## src/sv/bpa_pkg.sv

```systemverilog
package bpa_pkg;

  localparam int unsigned NUM_PAGES_DEF   = 65536;
  localparam int unsigned QUEUE_DEPTH_DEF = 2;
  localparam int unsigned PAGE_SHIFT      = 12;
  localparam int unsigned WORD_SHIFT      = 5;

  localparam logic [1:0] REQ_ALLOC   = 2'd0;
  localparam logic [1:0] REQ_FREE    = 2'd1;
  localparam logic [1:0] REQ_REGION  = 2'd2;
  localparam logic [1:0] REQ_RESERVE = 2'd3;

  localparam logic [31:0] KIND_AVAIL = 32'd1;

  localparam int unsigned OP_W = 3;

  typedef enum logic [OP_W-1:0] {
    OP_NOP   = 3'd0,
    OP_ALLOC = 3'd1,
    OP_FREE  = 3'd2,
    OP_CLR   = 3'd3,
    OP_SET   = 3'd4
  } op_e;

  function automatic logic [5:0] popcnt32(input logic [31:0] v);
    logic [5:0] n;
    n = '0;
    for (int i = 0; i < 32; i++) begin
      n = n + 6'(v[i]);
    end
    return n;
  endfunction

  function automatic logic [4:0] low_zero(input logic [31:0] v);
    logic [4:0] idx;
    idx = '0;
    for (int i = 31; i >= 0; i--) begin
      if (!v[i]) begin
        idx = 5'(i);
      end
    end
    return idx;
  endfunction

endpackage

```

## src/sv/bpa_fifo.sv

```systemverilog
module bpa_fifo #(
  parameter int unsigned WIDTH = bpa_pkg::OP_W,
  parameter int unsigned DEPTH = bpa_pkg::QUEUE_DEPTH_DEF
) (
  input  logic             clk_i,
  input  logic             rst_ni,
  input  logic             push_i,
  input  logic [WIDTH-1:0] data_i,
  output logic             full_o,
  input  logic             pop_i,
  output logic             empty_o,
  output logic [WIDTH-1:0] data_o
);

  localparam int unsigned AW   = (DEPTH > 1) ? $clog2(DEPTH) : 1;
  localparam int unsigned CNTW = $clog2(DEPTH + 1);

  logic [WIDTH-1:0] mem_q [DEPTH];
  logic [AW-1:0]    wp_q, wp_d;
  logic [AW-1:0]    rp_q, rp_d;
  logic [CNTW-1:0]  cnt_q, cnt_d;
  logic             do_push;
  logic             do_pop;

  assign full_o  = cnt_q == CNTW'(DEPTH);
  assign empty_o = cnt_q == '0;
  assign data_o  = mem_q[rp_q];
  assign do_push = push_i && !full_o;
  assign do_pop  = pop_i && !empty_o;

  always_comb begin
    wp_d  = wp_q;
    rp_d  = rp_q;
    cnt_d = cnt_q;
    if (do_push) begin
      wp_d = (wp_q == AW'(DEPTH - 1)) ? '0 : wp_q + 1'b1;
    end
    if (do_pop) begin
      rp_d = (rp_q == AW'(DEPTH - 1)) ? '0 : rp_q + 1'b1;
    end
    if (do_push && !do_pop) begin
      cnt_d = cnt_q + 1'b1;
    end else if (do_pop && !do_push) begin
      cnt_d = cnt_q - 1'b1;
    end
  end

  always_ff @(posedge clk_i or negedge rst_ni) begin
    if (!rst_ni) begin
      wp_q  <= '0;
      rp_q  <= '0;
      cnt_q <= '0;
    end else begin
      wp_q  <= wp_d;
      rp_q  <= rp_d;
      cnt_q <= cnt_d;
    end
  end

  always_ff @(posedge clk_i) begin
    if (do_push) begin
      mem_q[wp_q] <= data_i;
    end
  end

endmodule

```

## config.mk

```make
export PLATFORM = sky130hd
export DESIGN_NAME = bpa_fifo
export DESIGN_NICKNAME = d
export VERILOG_FILES = /design/src/sv/bpa_pkg.sv /design/src/sv/bpa_fifo.sv
export SDC_FILE = /design/constraint.sdc
export NUM_CORES = 1
export LEC_CHECK = 0
export BUFFER_PORTS_ARGS = -buffer_cell sky130_fd_sc_hd__buf_2
export CAP_MARGIN = 20
export CORE_AREA = 3 3 40 42
export CTS_CLUSTER_DIAMETER = 50
export CTS_CLUSTER_SIZE = 14
export DETAILED_ROUTE_END_ITERATION = 16
export DIE_AREA = 0 0 43 45
export HOLD_SLACK_MARGIN = 0.12
export PLACE_DENSITY_LB_ADDON = 0.08
export SLEW_MARGIN = 20
export SYNTH_ARGS = -nofsm -noshare
export SYNTH_HDL_FRONTEND = slang
export SYNTH_SLANG_ARGS = --single-unit
```

## constraint.sdc

```tcl
create_clock -name clk_i -period 1.4 [get_ports clk_i]
set_input_delay 0.07 -clock clk_i [delete_from_list [all_inputs] [get_ports clk_i]]
set_output_delay 0.07 -clock clk_i [all_outputs]
set_load 0.03 [all_outputs]
```

* After elaboration in Yosys (flattened, before gate mapping)
Memory sizes are Yosys's and may differ from the RTL's.
Cells that the tools add are included.
** Word-level totals
- Register bits :: 4
- Output and inout bits :: 5
- Input port bits :: 7
- RAM bits :: 6
- Memories kept :: 1
- Memory bits (read-only) :: 0
- Latch bits :: 0
- Word-level logic and storage cells :: 25
** Operators by class
- Divide/modulo/power cells :: 0
- $add $sub $neg :: 4
- Multiply operators :: 0
- Reduce and logical (&&, ||, !) cells :: 10
- Equality and inequality tests :: 1
- Bitwise logic cells :: 0
- Muxes and demuxes :: 6
- Order comparisons :: 0
- Shift-type cells :: 0
** Memories
- mem_q :: depth 2, bits a word 3, rd ports 1, clocked after memory_dff 0, write ports 1, RTL line bpa_fifo.sv:18 : logic [WIDTH-1:0] mem_q [DEPTH];
** Operators by type and width (count)
- logical AND 1 bit :: 4
- logical NOT 1 bit :: 4
- 2-to-1 mux 1 bit :: 4
- 2-to-1 mux 2 bit :: 2
- adder 1 bit (second input constant) :: 2
- adder 2 x 1 -> 2 bit (second input constant) :: 1
- == test 2 bit (second input constant) :: 1
- logical NOT 2 bit :: 1
- nonzero test 2 bit :: 1
- subtractor 2 x 1 -> 2 bit (second input constant) :: 1

* Longest topological paths before layout
Gate-level depths: netlist of the first run.
- Depth after elaboration :: 7
- Mapped depth :: 7
- Depth with buffers taken out :: 7

* Least setup slack after synthesis of the first run
No wires, ideal clock.
- Kind :: register to register
- Start point :: register cnt_q[0]
- End point :: register cnt_q[1]
- Slack :: 39 ps
- Required time :: 1321 ps
- Library setup time :: 79 ps
- Arrival time :: 1282 ps
- Period minus slack after synthesis :: 1361 ps
- Buffers on the path :: 0
- Stages on the path, launching flop included :: 7
- Path through :: dfrtp_1 -> nand2b_1 -> nand2_1 -> inv_1 -> ha_1 -> nor2_1 -> xor2_1
** Between the ends
- Longest elaborated chain between the ends :: 6
- Elaborated cells on any way between the ends :: 15
- Those cells by class :: add/sub: 2; eq/ne: 1; mux: 2; reduce/logical: 10
** RTL lines
- start: declaration :: RTL line bpa_fifo.sv:21 : logic [CNTW-1:0] cnt_q, cnt_d;
- start signal: assignment :: RTL line bpa_fifo.sv:56 : cnt_q <= cnt_d;
- == test 2 bit / logical NOT 2 bit (equally long branches) :: RTL line bpa_fifo.sv:25, bpa_fifo.sv:26
- logical NOT 1 bit (on tied branches) :: RTL line bpa_fifo.sv:28, bpa_fifo.sv:29
- logical AND 1 bit (on tied branches) :: RTL line bpa_fifo.sv:28, bpa_fifo.sv:29
- logical NOT 1 bit (on tied branches) :: RTL line bpa_fifo.sv:43, bpa_fifo.sv:41
- logical AND 1 bit (on tied branches) :: RTL line bpa_fifo.sv:43, bpa_fifo.sv:41
- nonzero test 2 bit (no line) / 2-to-1 mux 2 bit (equally long branches)
Parallel ways exist; a longest one is shown, timed or not. The select of a mux whose other input is x is not followed.
A chain may end at the register's enable or synchronous reset.

* Worst setup path in the final report of the first run
Ends and elaborated chain as after synthesis.

==> results of run 1 <==
==> how the worst max path moves through the flow <==
| stage | startpoint | endpoint | slack [ns] | depth (start not counted) |
|---|---|---|---|---|
| after global placement | cnt_q[0]$_DFFE_PN0P_ | cnt_q[1]$_DFFE_PN0P_ | 0.07 | 6 |
| after global routing | cnt_q[0]$_DFFE_PN0P_ | cnt_q[1]$_DFFE_PN0P_ | -0.002 | 7 |
| final | cnt_q[0]$_DFFE_PN0P_ | cnt_q[1]$_DFFE_PN0P_ | 0.06 | 7 |
| after CTS | cnt_q[0]$_DFFE_PN0P_ | cnt_q[1]$_DFFE_PN0P_ | 0.0007 | 7 |
| after floorplan | cnt_q[0]$_DFFE_PN0P_ | cnt_q[1]$_DFFE_PN0P_ | 0.04 | 6 |
| after detailed placement | cnt_q[0]$_DFFE_PN0P_ | cnt_q[1]$_DFFE_PN0P_ | 0.02 | 7 |
==> power by group through the flow <==
stage	combinational, uW	clock [uW]	sequential [uW]
6_report	574	259	512
4_1_cts	555	263	500
3_5_place_dp	542	0	506
3_3_place_gp	531	0	500
5_1_grt	617	275	527
2_1_floorplan	379	0	496
==> what timing repair did <==
action,in CTS,in global routing
endpoints found under the setup margin,0,4
hold buffers,4,0
gates resized for setup,0,4
hold endpoints to repair,10,0
==> layout make-up <==
type / instances / area share
Timing Repair Buffer: 18 / 0.196
Tap cell: 15 / 0.0313
Inverter: 2 / 0.0125
Clock buffer: 4 / 0.0605
Multi-Input combinational cell: 16 / 0.232
Sequential cell: 10 / 0.468
==> critical path, delay by kind of cell, from the launching register on <==
family                     cells  cell delay [ns]
and+or+nand+nor                3             0.36
DFF                            1             0.41
buffers and inverters          1             0.04
adders and majority gates      1             0.16
xor gates and xnor gates       2             0.29
==> logic make-up after synthesis <==
group	count (synthesis)	share of synthesized area
compound gates	1	0.0122
xor+xnor	5	0.107
fa+ha+maj	1	0.0305
buf+inv	2	0.0183
flops	10	0.683
mux	3	0.0823
simple gates	6	0.0671
==> registers in the layout (all words and copies together), names as in the netlist <==
signal  count
rp_q        1
wp_q        1
mem_q       6
cnt_q       2
==> layer usage <==
| layer | up-vias | wire (um) | track usage |
|---|---|---|---|
| met3 | 4 | 51 | 0.0239 |
| li1 | 140 | - | - |
| met1 | 127 | 286 | 0.0925 |
| met5 | - | 0 | 0 |
| met2 | 11 | 358 | 0.138 |
| met4 | 0 | 34 | 0.0904 |
==> synth_stat cells (all sizes together) <==
master | number | area, um^2
nand2 | 1 | 3.75
inv | 2 | 7.51
o21ai | 1 | 5.00
xor2 | 2 | 17.5
nor2 | 3 | 11.3
ha | 1 | 12.5
and3 | 1 | 6.26
xnor2 | 3 | 26.3
edfxtp | 6 | 180
nand2b | 1 | 6.26
mux2 | 3 | 33.8
dfrtp | 4 | 100
==> through the flow <==
| step | util | setup TNS, ns | power, uW | setup WS [ns] |
|---|---|---|---|---|
| after global routing | 0.466 | -0.00217 | 1420 | -0.00217 |
| after detailed placement | 0.394 | 0 | 1050 | 0.0183 |
| after CTS | 0.454 | 0 | 1320 | 0.000738 |
| final | 0.466 | 0 | 1340 | 0.0596 |
| after global placement | 0.394 | 0 | 1030 | 0.0679 |
| after floorplan | - | 0 | 875 | 0.0392 |
==> placed cells by master (no fill, tap or decap), drive strengths merged <==
master / instances
nand2b: 1
edfxtp: 6
inv: 2
xnor2: 3
buf: 14
nand2: 1
dfrtp: 4
and3: 1
nor2: 3
ha: 1
mux2: 3
o21ai: 1
xor2: 2
clkbuf: 4
dlygate4sd3: 4
==> run metrics, run 1 <==
launch point of the worst reg-to-reg path=cnt_q[0]$_DFFE_PN0P_; period utilization=0.957; area of the mapped netlist=410 um^2; total wire length=729 um; GRT Overall Usage=0.0877; I/O pins=12; clk slew on worst S/H paths=0.07 ns; synthesized area per cell=14.7 um^2; Psw=499 uW; r2r endpoint=cnt_q[1]$_DFFE_PN0P_; Ys Warns=0; WL/cell=11.2 um; Final Max Slew Viols=0; post-CTS setup buffers=0; drt first pass iters=4; Worst-Margin Slew=0.279 ns; flops & latches, synth=10; IO buf count=11; clock buffer depth=2; Clock Skew=0.00347 ns; critical-path cell list=nand2b_4 -> nand2_2 -> inv_1 -> ha_2 -> xor2_1 -> nor2_1 -> xor2_1; Syn Inst Count=28; Via Count=282; sequential share of power=0.381; internal power=846 uW; Sequential Area=280 um^2; Hold Fails Final Rpt=0; switching share of total power=0.371; # setup viols final=0; Non-Filler Instances=65; P_leak=0.000273 uW; reg-to-reg slack, setup=0.06 ns; CTS Buf Count=3; slowest stage delay, CP=0.41 ns; clock share of power=0.192; area occupied by multi-input gates=139 um^2; Arrival @ worst endpoint=1.53 ns; clock latency on the worst-skew pair=0.27 ns; final instance area=599 um^2; first-pass GRT wire length=1.15 mm; Cell Rows=13; ANT cells=0; 1st-iter DRT viols=3; initial cell density of the core=0.319; distinct cell type count after synthesis=13; synthesis-to-finish area growth=46.0%; CP max-delay cell=dfrtp_1; fillcell total=129; status=completed; DR DRC count=0; vias in the first global route=288; Reg2Reg Depth=7; post-synth net total=36; DRT antenna net count=0; layout cells sized above 1=0.460; Die Y-Extent=45 um; chip width=43 um; Root Driver=clkbuf_4; crit path time final=1.34 ns; Seq/Total Area, Yosys=0.683; most used cell, CP=xor2_1; routability-driven placement congestion ratio=0.685; placed inst area=507 um^2; Worst Path Class, Setup=flip-flop to flip-flop; CTS sink cnt=10; worst-path fanout max=3; vias per cell=4.34; total core area=0.00128 mm^2; Rel. slew slack=0.813; Fmax=746 MHz; Max Cap Viol=0; Hold Worst Slack=0.135 ns; Die ar.=0.00194 mm^2; nets=59; power per cell area=2240 mW/mm^2; Crit path required time=1.59 ns; maximum vdd drop=1.14 mV; min-delay worst type=input port to asynchronous set/reset pin; largest net degree at the start of global routing=7; TritonCTS clock tree=built; CTS HTree Levels=1; placed cells=57; global route overflow=0; initial antenna violation count=0; crit path capture type=flip-flop; crit start category=flip-flop; combinational power share=0.427
(Power assumes the default switching activity.)
==> inputs of run 2 (changes only) <==
--- a/config.mk
+++ b/config.mk
@@ -5,6 +5,7 @@
 export SDC_FILE = /design/constraint.sdc
 export NUM_CORES = 1
 export LEC_CHECK = 0
+export ABC_AREA = 1
 export BUFFER_PORTS_ARGS = -buffer_cell sky130_fd_sc_hd__buf_2
 export CAP_MARGIN = 20
 export CORE_AREA = 3 3 40 42
==> run 2 against run 1 <==
Compared with the run above:
- via count rose by 29%
- first-iteration DRC count down 100%
- sequential power decreased by 4%
- synthesized cell count grew 68%
- non-clock buffer count increased by 1
- critical endpoint is now mem_q[1][2]$_DFFE_PP_
==> run metrics, run 2 <==
drt first pass iters=1; initial cell density of the core=0.349; clock buffer depth=2; Cell Rows=13; Max Cap Viol=0; met2 WL=343 um; Seq/Total Area, Yosys=0.626; reg-to-reg slack, setup=0.12 ns; TritonCTS clock tree=built; P_leak=0.000324 uW; most frequent cell after synthesis=nand2_1; Via Count=365; status=completed; global route overflow=0; power per cell area=2180 mW/mm^2; DR DRC count=0; Worst-Margin Slew=0.271 ns; Area contributors post-synth=edfxtp_1 40%, dfrtp_1 22%, nand2_1 15%, inv_1 6.7%, ha_1 2.8%; Buf/Inv on CP=1; period utilization=0.911; Synth area leader=edfxtp_1; Syn Inst Count=47; I/O pins=12; Rel. slew slack=0.819; vias per cell=4.29; slowest stage delay, CP=0.44 ns; placed cells=75; Crit path required time=1.34 ns; distinct cell type count after synthesis=12; Die Y-Extent=45 um; GRT Overall Usage=0.107; initial antenna violation count=0; flops & latches, synth=10; Arrival @ worst endpoint=1.22 ns; Top FF cell, synth=edfxtp_1; final instance area=636 um^2; CP max-delay cell=dfrtp_1; synthesis-to-finish area growth=41.9%; vias in the first global route=321; setup TNS=0 ns; Detail Route met3 WL=66 um; number of enable flip-flop cells after synthesis=6; min-delay worst type=input port to asynchronous set/reset pin; r2r endpoint=mem_q[1][2]$_DFFE_PP_; Max Used Layer=met4; Hold Fails Final Rpt=0; Worst Path Class, Setup=flip-flop to flip-flop; area of the mapped netlist=448 um^2; Most flops, register=mem_q; commonest cells after routing, fill and taps aside=18 x nand2_1, 11 x buf_2, 7 x inv_1, 6 x edfxtp_1, 5 x dlygate4sd3_1; Clock Skew=0.00278 ns; CTS Buf Count=3; total core area=0.00128 mm^2; Fmax=784 MHz; top cells by count, synth=18 x nand2_1, 8 x inv_1, 6 x edfxtp_1; chip width=43 um; clock latency on the worst-skew pair=0.26 ns; Die ar.=0.00194 mm^2; wl on met1=356 um; DRT antenna net count=0; most common cell after layout, fill and taps aside=nand2_1; total wire length=777 um; CTS HTree Levels=1; Final Max Slew Viols=0; crit path time final=1.28 ns; Tot Pwr=1390 uW; largest delay contributor family on the critical path=flip-flops; synthesized area per cell=9.53 um^2; CTS sink cnt=10; placed inst area=542 um^2; largest net degree at the start of global routing=7; layout cells sized above 1=0.300; maximum vdd drop=0.972 mV; clk slew on worst S/H paths=0.06 ns; critical-path cell list=buf_4 -> o21ai_0 -> nor2_1; post-detail-place hpwl=600 um; Reg2Reg Depth=3; post-synth net total=55; top-area cell type share of the netlist area=0.402; ANT cells=0; async set-or-reset flop fraction in the synthesized netlist=0.400; 1st-iter DRT viols=0; Non-Filler Instances=85; crit path capture type=flip-flop; Ys Warns=0; largest registers=mem_q: 6 flops, cnt_q: 2 flops; IO buf count=11; nets=79; worst-path fanout max=4; routability-driven placement congestion ratio=0.697; unrepaired setup endpoints after global routing=no; WL/cell=9.14 um; Root Driver=clkbuf_4; max FFs per register=6; crit start category=flip-flop; launch point of the worst reg-to-reg path=cnt_q[0]$_DFFE_PN0P_; # setup viols final=0; first-pass GRT wire length=1.39 mm
run 2: cell types whose count changed after synthesis, moves of 2 or more:
cell,before,now
nand2_1,1,18
inv_1,2,8
mux2_1,2,0
nor2_2,0,2
o21ai_0,0,2
xnor2_1,3,1
xor2_1,2,0
run 2: worst max path at each step:
stage,slack (ns),cells after the start,start,endpoint
2_1_floorplan,0.02,7,cnt_q[0]$_DFFE_PN0P_,cnt_q[1]$_DFFE_PN0P_
3_3_place_gp,0.05,6,cnt_q[0]$_DFFE_PN0P_,cnt_q[1]$_DFFE_PN0P_
3_5_place_dp,0.04,6,cnt_q[0]$_DFFE_PN0P_,cnt_q[1]$_DFFE_PN0P_
4_1_cts,0.02,6,cnt_q[0]$_DFFE_PN0P_,cnt_q[1]$_DFFE_PN0P_
5_1_grt,0.01,8,cnt_q[1]$_DFFE_PN0P_,cnt_q[1]$_DFFE_PN0P_
6_report,0.12,3,cnt_q[0]$_DFFE_PN0P_,mem_q[1][2]$_DFFE_PP_
run 2: kinds of logic after synthesis:
family	share of synthesized area
adders and majority gates	0.0279
and+or+nand+nor	0.237
buffers and inverters	0.0670
DFF	0.626
AOI/OAI and AO/OA	0.0223
xor gates and xnor gates	0.0196
run 2: layout make-up:
| class | instances | area, um^2 |
|---|---|---|
| well taps | 15 | 18.8 |
| clock buffers | 4 | 36.3 |
| fillers | 127 | 649 |
| inverters | 8 | 30.0 |
| multi-input cells | 29 | 143 |
| repair buffers | 19 | 128 |
| flip-flops and latches | 10 | 280 |
run 2: repair_timing:
action                                  4_1_cts  5_1_grt
hold buffers                                  5        0
gates resized for setup                       0        2
endpoints found under the setup margin        0        1
buffers inserted                              0        1
hold endpoints to repair                     11        0
run 2: power by group:
group	switching, uW	total, uW	internal [uW]
Clock	96.3	254	158
Combinational	402	641	240
Sequential	71.1	492	421
run 2: routing by layer:
layer / GRT usage / up-vias
met5: 0 / -
met1: 0.119 / 159
met4: 0.0723 / 0
met3: 0.0598 / 2
li1: - / 193
met2: 0.156 / 11
run 2: through the flow:
step                      hold slack, ns  utilization  setup slack, ns
after floorplan                   -0.226            -           0.0192
after global placement            -0.110        0.422           0.0498
after detailed placement          -0.116        0.422           0.0362
after CTS                          0.137        0.489           0.0233
after global routing               0.149        0.495           0.0123
final                              0.142        0.495            0.125
