### src/sv/bpa_pkg.sv
package bpa_pkg;

  localparam int unsigned NUM_PAGES_DEF   = 65536;
  localparam int unsigned QUEUE_DEPTH_DEF = 2;
  localparam int unsigned PAGE_SHIFT      = 12;
  localparam int unsigned WORD_SHIFT      = 5;

  localparam logic [1:0] REQ_ALLOC   = 2'd0;
  localparam logic [1:0] REQ_FREE    = 2'd1;
  localparam logic [1:0] REQ_REGION  = 2'd2;
  localparam logic [1:0] REQ_RESERVE = 2'd3;

  localparam logic [31:0] KIND_AVAIL = 32'd1;

  localparam int unsigned OP_W = 3;

  typedef enum logic [OP_W-1:0] {
    OP_NOP   = 3'd0,
    OP_ALLOC = 3'd1,
    OP_FREE  = 3'd2,
    OP_CLR   = 3'd3,
    OP_SET   = 3'd4
  } op_e;

  function automatic logic [5:0] popcnt32(input logic [31:0] v);
    logic [5:0] n;
    n = '0;
    for (int i = 0; i < 32; i++) begin
      n = n + 6'(v[i]);
    end
    return n;
  endfunction

  function automatic logic [4:0] low_zero(input logic [31:0] v);
    logic [4:0] idx;
    idx = '0;
    for (int i = 31; i >= 0; i--) begin
      if (!v[i]) begin
        idx = 5'(i);
      end
    end
    return idx;
  endfunction

endpackage

### src/sv/bpa_front.sv
module bpa_front #(
  parameter int unsigned NUM_PAGES = bpa_pkg::NUM_PAGES_DEF,
  localparam int unsigned PW       = $clog2(NUM_PAGES + 1)
) (
  input  logic              clk_i,
  input  logic              rst_ni,
  input  logic              in_valid_i,
  output logic              in_stall_o,
  input  logic [1:0]        req_type_i,
  input  logic [63:0]       addr_i,
  input  logic [63:0]       region_length_i,
  input  logic [31:0]       region_kind_i,
  input  logic              busy_i,
  output logic              push_o,
  input  logic              full_i,
  output bpa_pkg::op_e      op_o,
  output logic [PW-1:0]     lo_o,
  output logic [PW-1:0]     hi_o
);

  logic               held_q, held_d;
  logic               calc_q, calc_d;
  logic [1:0]         type_q;
  logic [63:0]        addr_q;
  logic [63:0]        len_q;
  logic [31:0]        kind_q;
  bpa_pkg::op_e       cop_q, cop_d;
  logic [53:0]        a_q, a_d;
  logic [51:0]        b_q, b_d;

  logic               accept;
  logic               move;
  logic [11:0]        off;
  logic               has_off;
  logic [12:0]        up;
  logic               len_ok;
  logic [51:0]        lenp;
  logic [52:0]        start;
  logic [51:0]        pg;
  logic [51:0]        last;
  logic [53:0]        endp;

  assign in_stall_o = held_q || busy_i;
  assign accept     = in_valid_i && !in_stall_o;
  assign push_o     = calc_q && !full_i;
  assign move       = held_q && (!calc_q || push_o);

  always_comb begin
    held_d = held_q;
    calc_d = calc_q;
    if (accept) begin
      held_d = 1'b1;
    end else if (move) begin
      held_d = 1'b0;
    end
    if (move) begin
      calc_d = 1'b1;
    end else if (push_o) begin
      calc_d = 1'b0;
    end
  end

  // classify and work out page bounds
  always_comb begin
    off     = addr_q[11:0];
    has_off = |off;
    up      = has_off ? (13'd4096 - {1'b0, off}) : 13'd0;
    len_ok  = len_q >= 64'(up);
    lenp    = 52'((len_q - 64'(up)) >> bpa_pkg::PAGE_SHIFT);
    start   = {1'b0, addr_q[63:12]} + 53'(has_off);
    pg      = addr_q[63:12];
    last    = (pg >= 52'(NUM_PAGES - 1)) ? 52'(NUM_PAGES - 1) : pg;
    cop_d   = bpa_pkg::OP_NOP;
    a_d     = '0;
    b_d     = '0;
    case (type_q)
      bpa_pkg::REQ_ALLOC: begin
        cop_d = bpa_pkg::OP_ALLOC;
      end
      bpa_pkg::REQ_FREE: begin
        cop_d = (pg < 52'(NUM_PAGES)) ? bpa_pkg::OP_FREE : bpa_pkg::OP_NOP;
        a_d   = 54'(pg);
      end
      bpa_pkg::REQ_REGION: begin
        cop_d = (kind_q == bpa_pkg::KIND_AVAIL && len_ok) ? bpa_pkg::OP_CLR
                                                          : bpa_pkg::OP_NOP;
        a_d   = 54'(start);
        b_d   = lenp;
      end
      default: begin
        cop_d = bpa_pkg::OP_SET;
        a_d   = 54'(last) + 54'd1;
      end
    endcase
  end

  always_comb begin
    endp = a_q + 54'(b_q);
    op_o = cop_q;
    lo_o = '0;
    hi_o = '0;
    case (cop_q)
      bpa_pkg::OP_CLR: begin
        lo_o = (a_q >= 54'(NUM_PAGES)) ? PW'(NUM_PAGES) : PW'(a_q);
        hi_o = (endp >= 54'(NUM_PAGES)) ? PW'(NUM_PAGES) : PW'(endp);
      end
      bpa_pkg::OP_SET: begin
        hi_o = PW'(a_q);
      end
      bpa_pkg::OP_FREE: begin
        lo_o = PW'(a_q);
      end
      default: begin
        lo_o = '0;
      end
    endcase
  end

  always_ff @(posedge clk_i or negedge rst_ni) begin
    if (!rst_ni) begin
      held_q <= 1'b0;
      calc_q <= 1'b0;
    end else begin
      held_q <= held_d;
      calc_q <= calc_d;
    end
  end

  always_ff @(posedge clk_i) begin
    if (accept) begin
      type_q <= req_type_i;
      addr_q <= addr_i;
      len_q  <= region_length_i;
      kind_q <= region_kind_i;
    end
    if (move) begin
      cop_q <= cop_d;
      a_q   <= a_d;
      b_q   <= b_d;
    end
  end

endmodule

### config.mk
export PLATFORM = sky130hd
export DESIGN_NAME = bpa_front
export DESIGN_NICKNAME = d
export VERILOG_FILES = /design/src/sv/bpa_pkg.sv /design/src/sv/bpa_front.sv
export SDC_FILE = /design/constraint.sdc
export NUM_CORES = 1
export LEC_CHECK = 0
export BUFFER_PORTS_ARGS = -buffer_cell sky130_fd_sc_hd__buf_2
export CAP_MARGIN = 20
export CORE_AREA = 2 2 201 302
export DETAILED_ROUTE_END_ITERATION = 6
export DIE_AREA = 0 0 203 304
export HOLD_SLACK_MARGIN = 0.1
export MAX_ROUTING_LAYER = met4
export SLEW_MARGIN = 0
export SYNTH_ARGS = -nofsm -noshare
export SYNTH_HDL_FRONTEND = slang
export SYNTH_SLANG_ARGS = --single-unit
### constraint.sdc
create_clock -name clk_i -period 8.72 [get_ports clk_i]
set_input_delay 0.436 -clock clk_i [delete_from_list [all_inputs] [get_ports clk_i]]
set_output_delay 0.436 -clock clk_i [all_outputs]
set_load 0.01 [all_outputs]
# Word-level counts from Yosys, hierarchy flattened
# Index checks and enable logic that the tools add are counted.
[word_totals] register_bits=273 out_inout_bits=39 word_cells=52
[classes] order_cmp=5 n_eq_ne=6 add_sub_neg=5 mux=14 reduce_logical=13
[ops] op="$pmux 53 s3" count=1
[ops] op="$ge 54x17->1 const B" count=2
[ops] op="$pmux 17 s2" count=2
[ops] op="$ge 64x13->1" count=1
[ops] op="$sub 64x13->64" count=1
[ops] op="$add 54x52->54" count=1
[ops] op="$add 52x1->53" count=1
[ops] op="$add 52x1->53 const B" count=1
[ops] op="$ge 52x16->1 const B" count=1
[ops] op="$lt 52x17->1 const B" count=1
[ops] op="$mux 52" count=1
[ops] op="$mux 17" count=2
[ops] op="$eq 32x1->1 const B" count=1
[ops] op="$mux 13" count=1
[ops] op="$sub 13x12->13 const A" count=1
[ops] op="$reduce_or 12->1" count=1
[ops] op="$pmux 3 s3" count=1
[ops] op="$eq 3x2->1 const B" count=2
[ops] op="$logic_and 1x1->1" count=4
[ops] op="$mux 1" count=4
[ops] op="$mux 2" count=2
[ops] op="$reduce_bool 2->1" count=2
[ops] op="$eq 3x3->1 const B" count=1
[ops] op="$logic_not 1->1" count=3
[ops] op="other kinds (4)" count=5

# Longest topological paths before layout
# Gate-level depths: netlist of the first run.
[logic_depth] depth_word=6 ltp_mapped=20 mapped_depth_nobuf=18

# Worst setup path before layout of the first run
# Ideal clock, no wire load.
[synth_timing] path_type="input to register" from="input port full_i" to="register a_q[0], enable pin" setup_ns=0.738 stages=1 slack_ns=-0.275 required_time_ns=7.982 t_arrival_ns=8.256 path_buffers=0 cell_sequence="a21boi_0"
[synth_between] elab_chain_len=4
[synth_rtl] item="start, declared" line_no="bpa_front.sv:15" source="input logic full_i,"
[synth_rtl] item="$logic_not 1->1" line_no="bpa_front.sv:45" source="assign push_o = calc_q && !full_i;"
[synth_rtl] item="$logic_and 1x1->1" line_no="bpa_front.sv:45"
[synth_rtl] item="$logic_or 1x1->1" line_no="bpa_front.sv:46" source="assign move = held_q && (!calc_q || push_o);"
[synth_rtl] item="$logic_and 1x1->1" line_no="bpa_front.sv:46"
[synth_rtl] item="end signal, assigned" line_no="bpa_front.sv:138" source="a_q <= a_d;"
[synth_rtl] item="end, declared" line_no="bpa_front.sv:28" source="logic [53:0] a_q, a_d;"
# No other way between the ends.
# A chain may end at the register's enable or synchronous reset.

# Worst setup path after layout of the first run
[layout_timing] from="register a_q[6]" to="output port hi_o[12]"
[layout_between] elab_chain_len=4
[layout_rtl] item="$add 54x52->54 (*)" line_no="bpa_front.sv:98" source="endp = a_q + 54'(b_q);"
[layout_rtl] item="$ge 54x17->1" line_no="bpa_front.sv:105" source="hi_o = (endp >= 54'(NUM_PAGES)) ? PW'(NUM_PAGES) : PW'(endp);"
[layout_rtl] item="$mux 17 (*)" line_no="bpa_front.sv:105"
[layout_rtl] item="$pmux 17 s2 (*)" line_no="bpa_front.sv:102" source="case (cop_q)"
[layout_rtl] item="end, declared" line_no="bpa_front.sv:18" source="output logic [PW-1:0] hi_o"
# Mark *: on every way between the ends. The rest lies on a longest branch, timed or not.

==> out/results.txt, run 1 <==
First-pass GRT wire length = 83200 um
Clock tree buffer depth = 3
Initial antenna violation count = 0
CP cell instances = ha_1 > a21oi_1 > o21ai_0 > a22oi_1 > nand3_1 > a2111oi_1 > buf_2 > mux2i_1 > and2_1 > nor4bb_1 > buf_4 > nand2_1 > o31ai_1 > buf_2
R2R depth = 19
# H-tree levels = 1
Leading area contributor after synthesis = edfxtp_1
Pin count of the biggest net entering global routing = 89
Arr. time, crit path = 5.99 ns
RSZ-0062 raised after global routing = no
Setup-failing EPs final = 0
Synth Warn # = 0
Min-delay worst type = input port to flip-flop
Reg2reg end = op_o[1]$_DFFE_PP_
Clock skew = 0.0132 ns
Core Util, Final = 34.9%
Status = completed
Overall global routing resource usage = 17.8%
Pleak = 0.00726 uW
Post-Layout Cell Count = 2777
Worst-margin pin slew = 1.07 ns
R2R Setup Slk = 3.65 ns
Clock transition at path regs = 0.08 ns
I/O pin count = 206
Starting Density = 27.7%
CTS Buf Count = 23
Fin worst setup slack = 2.29 ns
EDFF count, synth = 270
Rel. slew slack = 27.9%
Mapped Cells = 1650
Global route overflow = 0
Yosys top cell area share = 49.3%
Vias in the first global route = 14900
Setup WS pre-CTS = 2.93 ns
Gpl congestion = 0.924
Synth Area per Inst = 9.96 sq um
Clk sinks = 272
Crit path capture = hi_o[12]
Peak VDD IR = 167 uV
Worst-path maximum fanout = 13
Wire length per cell = 19.8 um
Die Wd = 203 um
Slew Viols, Final = 0
Final Hold Fails = 0
DR vias = 14400
Top cells by area, synth = edfxtp_1 49%, ha_1 5.3%, nor2_1 3.9%
Iter 0 DRT Violations = 1171
CTS tree = built
Register area share after synthesis = 49.6%
Die ar. = 61700 sq um
DRT Wirelength = 55000 um
Final cycle utilization of the critical path = 73.7%
Worst reg2reg startpoint = addr_q[0]$_DFFE_PP_
Worst Setup SP = a_q[6]$_DFFE_PP_
CP Launch Type = flip-flop
Power per cell area = 159 nW/um^2
Detailed Place HPWL = 42300 um
Asr flop ratio synth = 0.735%
CTS root buf = clkbuf_16
Area grow syn2layout = 26.0%
Worst setup path class = flip-flop to primary output
Fin nets = 2215
First drt pass iteration count = 6
Via density = 5.20
CP required = 8.28 ns
Most common cell in the synthesized netlist = edfxtp_1
CTS resizes = 0
Main synth FF type = edfxtp_1
CP Capture Type = primary output
Synth Cell Area = 16400 sq um
Core area = 59300 sq um
TNS Setup = 0 ns
Most common cell on crit path = buf_2
Placed insts = 2575
Row cnt = 110
Syn nets = 1887
Max Cap Viol = 0
Fmax = 0.156 GHz
Worst path max stage delay = 0.84 ns
Minimum clock period = 6.43 ns
Layout cell share with drive strength beyond 1 = 13.9%
Netlist cell types = 76
Commonest cells in the netlist = 270 x edfxtp_1, 170 x nor2_1, 162 x nand2_1, 114 x a21oi_1, 94 x o21ai_0
Post-route DRC = 0
Worst skew pair latency = 0.54 ns
Die Span Y = 304 um
#FFs+latches synth = 272
Antenna diode count = 0
Post-DRT Antenna Nets = 0
FILL cells = 5860
IO buf count = 205
Slowest CP cell = nor4bb_1
-- cell type report --
| class | count | area, sq um | area share, % |
|---|---|---|---|
| clock buffer | 28 | 594 | 2.87 |
| inverter | 25 | 93.8 | 0.453 |
| multi-input combinational | 1274 | 7920 | 38.3 |
| sequential | 272 | 8160 | 39.4 |
| tap | 784 | 981 | 4.74 |
| clock inverter | 12 | 180 | 0.870 |
| timing repair buffer | 382 | 2780 | 13.4 |
-- through the flow --
stage,area (sq um),power [uW],hold slack (ns)
after CTS,20600,3290,0.100
final,20700,3290,0.123
after global placement,18300,2160,0.221
after global routing,20700,3420,0.108
after detailed placement,18300,2160,0.224
after floorplan,16400,1960,0.140
-- layer usage --
layer	share of wire, %	global-route usage, %	wire length [um]	vias to the layer above
met5	0	-	0	-
met4	6.8	11.1	3740	0
met3	3.4	1.31	1870	150
met2	54	33.2	29500	455
met1	36	17.7	19900	6905
li1	-	-	-	6926
-- cells by family (layout without fill, tap and decap cells) --
kind of cell,Yosys count,in the layout,synth area share (%)
buffers and inverters,104,447,2.43
adders and majority gates,70,70,5.37
AOI/OAI and AO/OA,385,385,14.9
xor gates and xnor gates,115,115,6.13
muxes,8,8,0.495
DFF,272,272,49.6
other,1,1,0.0228
and+or+nand+nor,695,695,21.0
-- registers in the layout, summed over array words and instances, names as in the netlist --
| name | flops |
|---|---|
| op_o | 3 |
| addr_q | 64 |
| held_q | 1 |
| a_q | 53 |
| len_q | 64 |
| b_q | 52 |
| type_q | 2 |
| calc_q | 1 |
| kind_q | 32 |
-- placed cells by master (no fill, tap or decap), types with 9 or more instances in the layout --
master         netlist  routed
edfxtp_1           270     270
buf_2                1     206
nor2_1             170     168
nand2_1            162     162
dlygate4sd3_1        0     161
a21oi_1            114     114
o21ai_0             94      94
ha_1                69      69
xnor2_1             64      64
nand3_1             61      61
nand4_1             56      56
nor4_1              55      55
nor3_1              52      52
xor2_1              51      51
or3_1               31      31
and3_1              31      31
inv_1               25      25
clkbuf_16            0      23
o31ai_1             22      22
o21a_1              19      19
a211oi_1            14      14
buf_4                0      14
and2_1              13      13
o211ai_1            12      12
nand2b_1            12      11
a21o_1              11      11
o21bai_1            11      11
o22ai_1             11      11
a22o_1              10      10
nor2b_1             10       9
or2_2                9       9
-- power by group --
part / leakage (uW) / internal [uW] / switching (uW) / total (uW)
combinational: 0.00434 / 244 / 383 / 627
sequential: 0.00256 / 1520 / 52.5 / 1570
clock: 0.000367 / 610 / 476 / 1090
total: 0.00726 / 2380 / 911 / 3290
-- worst min path at each step --
stage / to / from / slack [ns] / cells past startpoint
after global routing: len_q[46]$_DFFE_PP_ / region_length_i[46] / 0.11 / 1
after detailed placement: calc_q$_DFFE_PN0P_ / rst_ni / 0.22 / 1
final: len_q[46]$_DFFE_PP_ / region_length_i[46] / 0.12 / 1
after global placement: held_q$_DFFE_PN0P_ / rst_ni / 0.22 / 1
after CTS: len_q[27]$_DFFE_PP_ / region_length_i[27] / 0.10 / 1
after floorplan: calc_q$_DFFE_PN0P_ / rst_ni / 0.14 / 0
-- repair_timing --
action,CTS,global route
hold endpoints to repair,159,3
setup buffers,0,0
hold buffers,158,3
setup endpoints to repair,0,0
-- critical path: cells and delay by family (launching register included) --
family | cells | cell delay (ns)
compound gates | 5 | 2.05
simple gates | 4 | 1.47
buf+inv | 3 | 0.75
flops | 1 | 0.43
fa+ha+maj | 1 | 0.39
mux | 1 | 0.36
Power figures use the tool's default switching activity.
==> run 2, diff against run 1 <==
==> constraint.sdc (replaced) <==
create_clock -name clk_i -period 5.9 [get_ports clk_i]
set_input_delay 0.295 -clock clk_i [delete_from_list [all_inputs] [get_ports clk_i]]
set_output_delay 0.295 -clock clk_i [all_outputs]
set_load 0.01 [all_outputs]
==> run 2 against run 1 <==
- register-to-register slack worse by 2.9 ns
- hold slack better by 0.16 ns
- final cell count is 0.36% higher
- wire length hardly changed
- global-route usage hardly changed
- die area stayed put
- critical path depth is 1 higher
- critical path type unchanged
- sequential share of layout area is 0.11 points lower
- first-iteration DRC count is 4.4% lower
- combinational power is 48% higher
- largest cell class unchanged
- via count is 0.64% lower
==> out/results.txt, run 2 (synthesized netlist as in run 1, its figures left out) <==
Power per cell area = 232 nW/um^2 (was 159 nW/um^2)
CP required = 5.61 ns (was 8.28 ns)
Die Wd = 203 um (unchanged)
RSZ-0062 raised after global routing = no (unchanged)
Via density = 5.15 (was 5.20)
Clk sinks = 272 (unchanged)
Vias in the first global route = 14500 (was 14900)
CP Capture Type = primary output (unchanged)
First drt pass iteration count = 6 (unchanged)
M1 GR Usage = 18.2% (was 17.7%)
Die Span Y = 304 um (unchanged)
Starting Density = 27.7% (unchanged)
Fmax = 0.182 GHz
Status = completed (unchanged)
Iter 0 DRT Violations = 1120 (was 1171)
IO buf count = 205 (unchanged)
Max Cap Viol = 0 (unchanged)
Final Hold Fails = 0 (unchanged)
First-pass GRT wire length = 83000 um (was 83200 um)
Pleak = 0.00729 uW (was 0.00726 uW)
CTS root buf = clkbuf_16 (unchanged)
Detailed Place HPWL = 42800 um (was 42300 um)
Row cnt = 110 (unchanged)
Minimum clock period = 5.49 ns
Clock skew = 0.0167 ns (was 0.0132 ns)
Biggest regs = addr_q: 64 flops, len_q: 64 flops, a_q: 53 flops (unchanged)
Worst-path maximum fanout = 13 (unchanged)
Clock tree buffer depth = 3 (unchanged)
CTS tree = built (unchanged)
Initial antenna violation count = 0 (unchanged)
Overall global routing resource usage = 17.8% (about the same)
Die ar. = 61700 sq um (unchanged)
Antenna diode count = 0 (unchanged)
Global route overflow = 0 (unchanged)
Worst-margin pin slew = 1.05 ns (was 1.07 ns)
Min-delay worst type = input port to flip-flop (unchanged)
Area grow syn2layout = 26.3% (was 26.0%)
Post-DRT Antenna Nets = 0 (unchanged)
CP Launch Type = flip-flop (unchanged)
Gpl congestion = 0.946 (was 0.924)
WHS = 0.285 ns (was 0.123 ns)
Peak VDD IR = 279 uV (was 167 uV)
DR vias = 14300 (was 14400)
Layout cell share with drive strength beyond 1 = 14.2% (was 13.9%)
DRT Wirelength = 54900 um (was 55000 um)
Final cycle utilization of the critical path = 93.0%
Wire length per cell = 19.7 um (was 19.8 um)
Met3 Resource Use GR = 1.07% (was 1.31%)
Pin count of the biggest net entering global routing = 75 (was 89)
CTS Buf Count = 23 (unchanged)
Most frequent cells in the layout = 270 x edfxtp_1, 206 x buf_2, 168 x nor2_1, 165 x dlygate4sd3_1, 162 x nand2_1 (was 270 x edfxtp_1, 206 x buf_2, 168 x nor2_1, 162 x nand2_1, 161 x dlygate4sd3_1)
Fin nets = 2224 (was 2215)
Post-route DRC = 0 (unchanged)
Arr. time, crit path = 5.19 ns (was 5.99 ns)
Clock transition at path regs = 0.06 ns (was 0.08 ns)
Worst skew pair latency = 0.53 ns (was 0.54 ns)
Worst setup path class = flip-flop to primary output (unchanged)
Busiest grt layer = met2 (unchanged)
# H-tree levels = 1 (unchanged)
I/O pin count = 206 (unchanged)
Met2 Use GR = 33.0% (was 33.2%)
Most common cell after layout, fill and taps aside = edfxtp_1 (unchanged)
Core Util, Final = 35.0% (was 34.9%)
Rel. slew slack = 29.6% (was 27.9%)
Core area = 59300 sq um (unchanged)
Slew Viols, Final = 0 (unchanged)
Setup-failing EPs final = 0 (unchanged)
run 2: repair_timing:
item,4_1_cts,5_1_grt
endpoints found under the setup margin,13,10
setup buffers,0,0
cloned,0,0
pin swaps,0,0
hold buffers,165,0
gates resized for setup,1,1
endpoints found under the hold margin,166,0
run 2: routing by layer:
layer	up-vias	wire length, um
met5	-	0
met1	6785	20200
met2	486	29300
li1	6940	-
met4	0	3670
met3	132	1820
run 2: worst paths after layout:
check                                         start                   end  slack, ns  cells after the start
min in group asynchronous                    rst_ni    held_q$_DFFE_PN0P_       0.63                      3
worst max register to register  addr_q[0]$_DFFE_PP_     op_o[0]$_DFFE_PP_       0.76                     19
worst max-delay path               a_q[6]$_DFFE_PP_              hi_o[14]       0.41                     15
worst min-delay path                     in_valid_i  addr_q[29]$_DFFE_PP_       0.29                      3
max in group asynchronous                    rst_ni    calc_q$_DFFE_PN0P_       5.15                      3
worst min register to register   held_q$_DFFE_PN0P_    calc_q$_DFFE_PN0P_       0.52                      1
run 2: area by class of cell:
cell class | instances | area [sq um]
clock buffers | 26 | 587
repair buffers | 391 | 2850
multi-input cells | 1274 | 7930
clock inverters | 15 | 168
flip-flops and latches | 272 | 8160
well taps | 784 | 981
inverters | 25 | 93.8
fillers | 5906 | 38600
run 2: report_power, final:
group	switching (uW)	internal (uW)	total [uW]
Sequential	81.5	2250	2330
Clock	705	856	1560
Combinational	566	364	930
run 2: metrics by stage:
stage	TNS (ns)	setup slack, ns	total power (uW)	cells	cell area, sq um
after detailed placement	0	0.401	3200	2580	18300
after global placement	-4.68	-0.335	3200	2579	18300
after floorplan	0	0.509	2880	1650	16400
final	0	0.413	4820	2787	20800
after global routing	0	0.151	5020	2787	20800
after CTS	0	0.104	4850	2786	20700
run 2: worst max-delay path, cell delays in order (launching register included):
cell and delay (ns):
edfxtp_1 0.44, ha_1 0.40, a21oi_1 0.37, o21ai_0 0.26
a22oi_1 0.22, nand3_1 0.22, a2111oi_2 0.53, buf_2 0.25
mux2i_1 0.38, and2_1 0.18, nor4bb_2 0.51, buf_4 0.24
nand2_1 0.05, buf_4 0.17, o31ai_1 0.26, buf_2 0.18
==> run 3, diff against run 2 <==
--- a/config.mk
+++ b/config.mk
@@ -7,9 +7,9 @@
 export LEC_CHECK = 0
 export BUFFER_PORTS_ARGS = -buffer_cell sky130_fd_sc_hd__buf_2
 export CAP_MARGIN = 20
-export CORE_AREA = 2 2 201 302
+export CORE_AREA = 2 2 246 248
 export DETAILED_ROUTE_END_ITERATION = 6
-export DIE_AREA = 0 0 203 304
+export DIE_AREA = 0 0 248 250
 export HOLD_SLACK_MARGIN = 0.1
 export MAX_ROUTING_LAYER = met4
 export SLEW_MARGIN = 0
==> run 3 against run 2 <==
- global-route usage fell by 0.15 points
- register-to-register slack improved by 0.39 ns
- clock skew fell by 0.0020 ns
- hold slack improved by 0.16 ns
- critical path type unchanged
- largest cell class unchanged
==> out/results.txt, run 3 (synthesized netlist as in run 1, its figures left out) <==
CTS tree = built (unchanged)
Setup WS pre-CTS = 0.618 ns (was 0.401 ns)
Power per cell area = 240 nW/um^2 (was 232 nW/um^2)
Final Hold Fails = 0 (unchanged)
First drt pass iteration count = 5 (was 6)
Worst skew pair latency = 0.56 ns (was 0.53 ns)
Most common cell after layout, fill and taps aside = edfxtp_1 (unchanged)
Fin nets = 2227 (was 2224)
Setup-failing EPs final = 0 (unchanged)
CP Launch Type = flip-flop (unchanged)
IO buf count = 205 (unchanged)
Worst-margin pin slew = 1.01 ns (was 1.05 ns)
Overall global routing resource usage = 17.6% (was 17.8%)
Reg2reg end = op_o[0]$_DFFE_PP_ (unchanged)
Detailed Place HPWL = 40200 um (was 42800 um)
Initial antenna violation count = 0 (unchanged)
DR vias = 14600 (was 14300)
I/O pin count = 206 (unchanged)
Worst-path maximum fanout = 13 (unchanged)
Clock tree buffer depth = 3 (unchanged)
Total power = 5010 uW (was 4820 uW)
WHS Path Cells = 2 (was 3)
M1 GR Usage = 21.7% (was 18.2%)
Die Span Y = 250 um (was 304 um)
Antenna diode count = 0 (unchanged)
DRT Wirelength = 53900 um (was 54900 um)
Vias in the first global route = 14800 (was 14500)
CP Capture Type = primary output (unchanged)
Met2 Use GR = 29.7% (was 33.0%)
Peak VDD IR = 218 uV (was 279 uV)
Core area = 59600 sq um (was 59300 sq um)
Biggest regs = addr_q: 64 flops, len_q: 64 flops, a_q: 53 flops (unchanged)
Row cnt = 90 (was 110)
Clk sinks = 272 (unchanged)
Hold endpoint = kind_q[28]$_DFFE_PP_ (was addr_q[29]$_DFFE_PP_)
Layout cell share with drive strength beyond 1 = 14.5% (was 14.2%)
TNS Setup = 0 ns (unchanged)
First-pass GRT wire length = 83700 um (was 83000 um)
Wire length per cell = 19.3 um (was 19.7 um)
Minimum clock period = 5.58 ns (was 5.49 ns)
FILL cells = 5907 (was 5906)
Gpl congestion = 0.938 (was 0.946)
Die Wd = 248 um (was 203 um)
Area grow syn2layout = 27.2% (was 26.3%)
Rel. slew slack = 32.5% (was 29.6%)
R2R depth = 19 (unchanged)
CP required = 5.61 ns (about the same)
Pin count of the biggest net entering global routing = 164 (was 75)
CTS root buf = clkbuf_16 (unchanged)
Min-delay worst type = input port to flip-flop (unchanged)
Iter 0 DRT Violations = 1307 (was 1120)
Busiest grt layer = met2 (unchanged)
RSZ-0062 raised after global routing = no (unchanged)
Slew Viols, Final = 0 (unchanged)
WHS = 0.443 ns (was 0.285 ns)
Post-DRT Antenna Nets = 0 (unchanged)
HP Start = region_kind_i[28] (was in_valid_i)
Via density = 5.23 (was 5.15)
Status = completed (unchanged)
Post-route DRC = 0 (unchanged)
CTS Buf Count = 27 (was 23)
R2R Setup Slk = 1.15 ns (was 0.76 ns)
Clock transition at path regs = 0.06 ns (about the same)
Fmax = 0.179 GHz (was 0.182 GHz)
Arr. time, crit path = 5.28 ns (was 5.19 ns)
Clock skew = 0.0147 ns (was 0.0167 ns)
Most frequent cells in the layout = 270 x edfxtp_1, 205 x buf_2, 168 x nor2_1, 165 x dlygate4sd3_1, 162 x nand2_1 (was 270 x edfxtp_1, 206 x buf_2, 168 x nor2_1, 165 x dlygate4sd3_1, 162 x nand2_1)
Post-CTS Setup Repair Bufs = 0 (unchanged)
Met3 Resource Use GR = 1.54% (was 1.07%)
# H-tree levels = 1 (unchanged)
Worst setup path class = flip-flop to primary output (unchanged)
Starting Density = 27.6% (was 27.7%)
Global route overflow = 0 (unchanged)
Fin worst setup slack = 0.324 ns (was 0.413 ns)
Pleak = 0.00737 uW (was 0.00729 uW)
Worst reg2reg startpoint = addr_q[0]$_DFFE_PP_ (unchanged)
Die ar. = 62000 sq um (was 61700 sq um)
Final cycle utilization of the critical path = 94.5% (was 93.0%)
Max Cap Viol = 0 (unchanged)
==> run 3: changes by cell type in the layout (fill, tap and decap cells not counted), sizes merged <==
cell | previous run | this run
clkbuf | 26 | 29
clkinvlp | 3 | 2
clkinv | 7 | 11
inv | 27 | 30
buf | 226 | 225
==> run 3: layer usage <==
layer | part of all wire [%] | wire, um | up-vias
li1 | - | - | 6958
met1 | 42 | 22500 | 7002
met2 | 49 | 26500 | 546
met3 | 4.8 | 2610 | 109
met4 | 4.2 | 2240 | 0
met5 | 0 | 0 | -
==> run 3: where the power goes <==
part           internal, uW  switching, uW  total, uW
Sequential             2250           80.3       2330
Clock                   993            763       1760
Combinational           363            563        926
==> run 3: layout make-up <==
cell class              count  area, sq um  area share (%)
inverters                  25         93.8           0.449
repair buffers            390         2840            13.6
multi-input cells        1274         7920            37.9
flip-flops and latches    272         8160            39.0
clock buffers              29          683            3.27
clock inverters            21          230            1.10
well taps                 782          978            4.68
==> run 3: worst max-delay path by stage <==
stage,startpoint,endpoint,slack [ns]
floorplan,held_q$_DFFE_PN0P_,addr_q[0]$_DFFE_PP_,0.51
global placement,a_q[3]$_DFFE_PP_,hi_o[14],0.39
detailed placement,a_q[6]$_DFFE_PP_,hi_o[14],0.62
CTS,a_q[6]$_DFFE_PP_,hi_o[14],0.03
global route,a_q[3]$_DFFE_PP_,hi_o[14],0.14
finish,a_q[24]$_DFFE_PP_,hi_o[14],0.32
==> run 3: worst max-delay path: stages (launching register included) <==
cell and delay [ns]:
edfxtp_1 0.42, ha_1 0.44, a21oi_1 0.22, o21ai_0 0.34, a21oi_1 0.53, inv_1 0.08
o31ai_1 0.46, mux2i_1 0.37, o21ai_0 0.14, nor4bb_1 0.66, buf_4 0.25, nand2_1 0.05
buf_4 0.18, o31ai_1 0.36, buf_2 0.21
==> run 3: metrics by stage <==
stage          area, sq um  instances  util, %
5_1_grt              20900       2793     35.1
6_report             20900       2793     35.1
3_5_place_dp         18300       2578     30.8
2_1_floorplan        16400       1650        -
3_3_place_gp         18300       2577     30.8
4_1_cts              20900       2793     35.1
==> run 3: repair_timing <==
item / CTS / global route
hold endpoints to repair: 166 / 0
resized for setup: 0 / 2
hold buffers: 165 / 0
endpoints found under the setup margin: 0 / 14
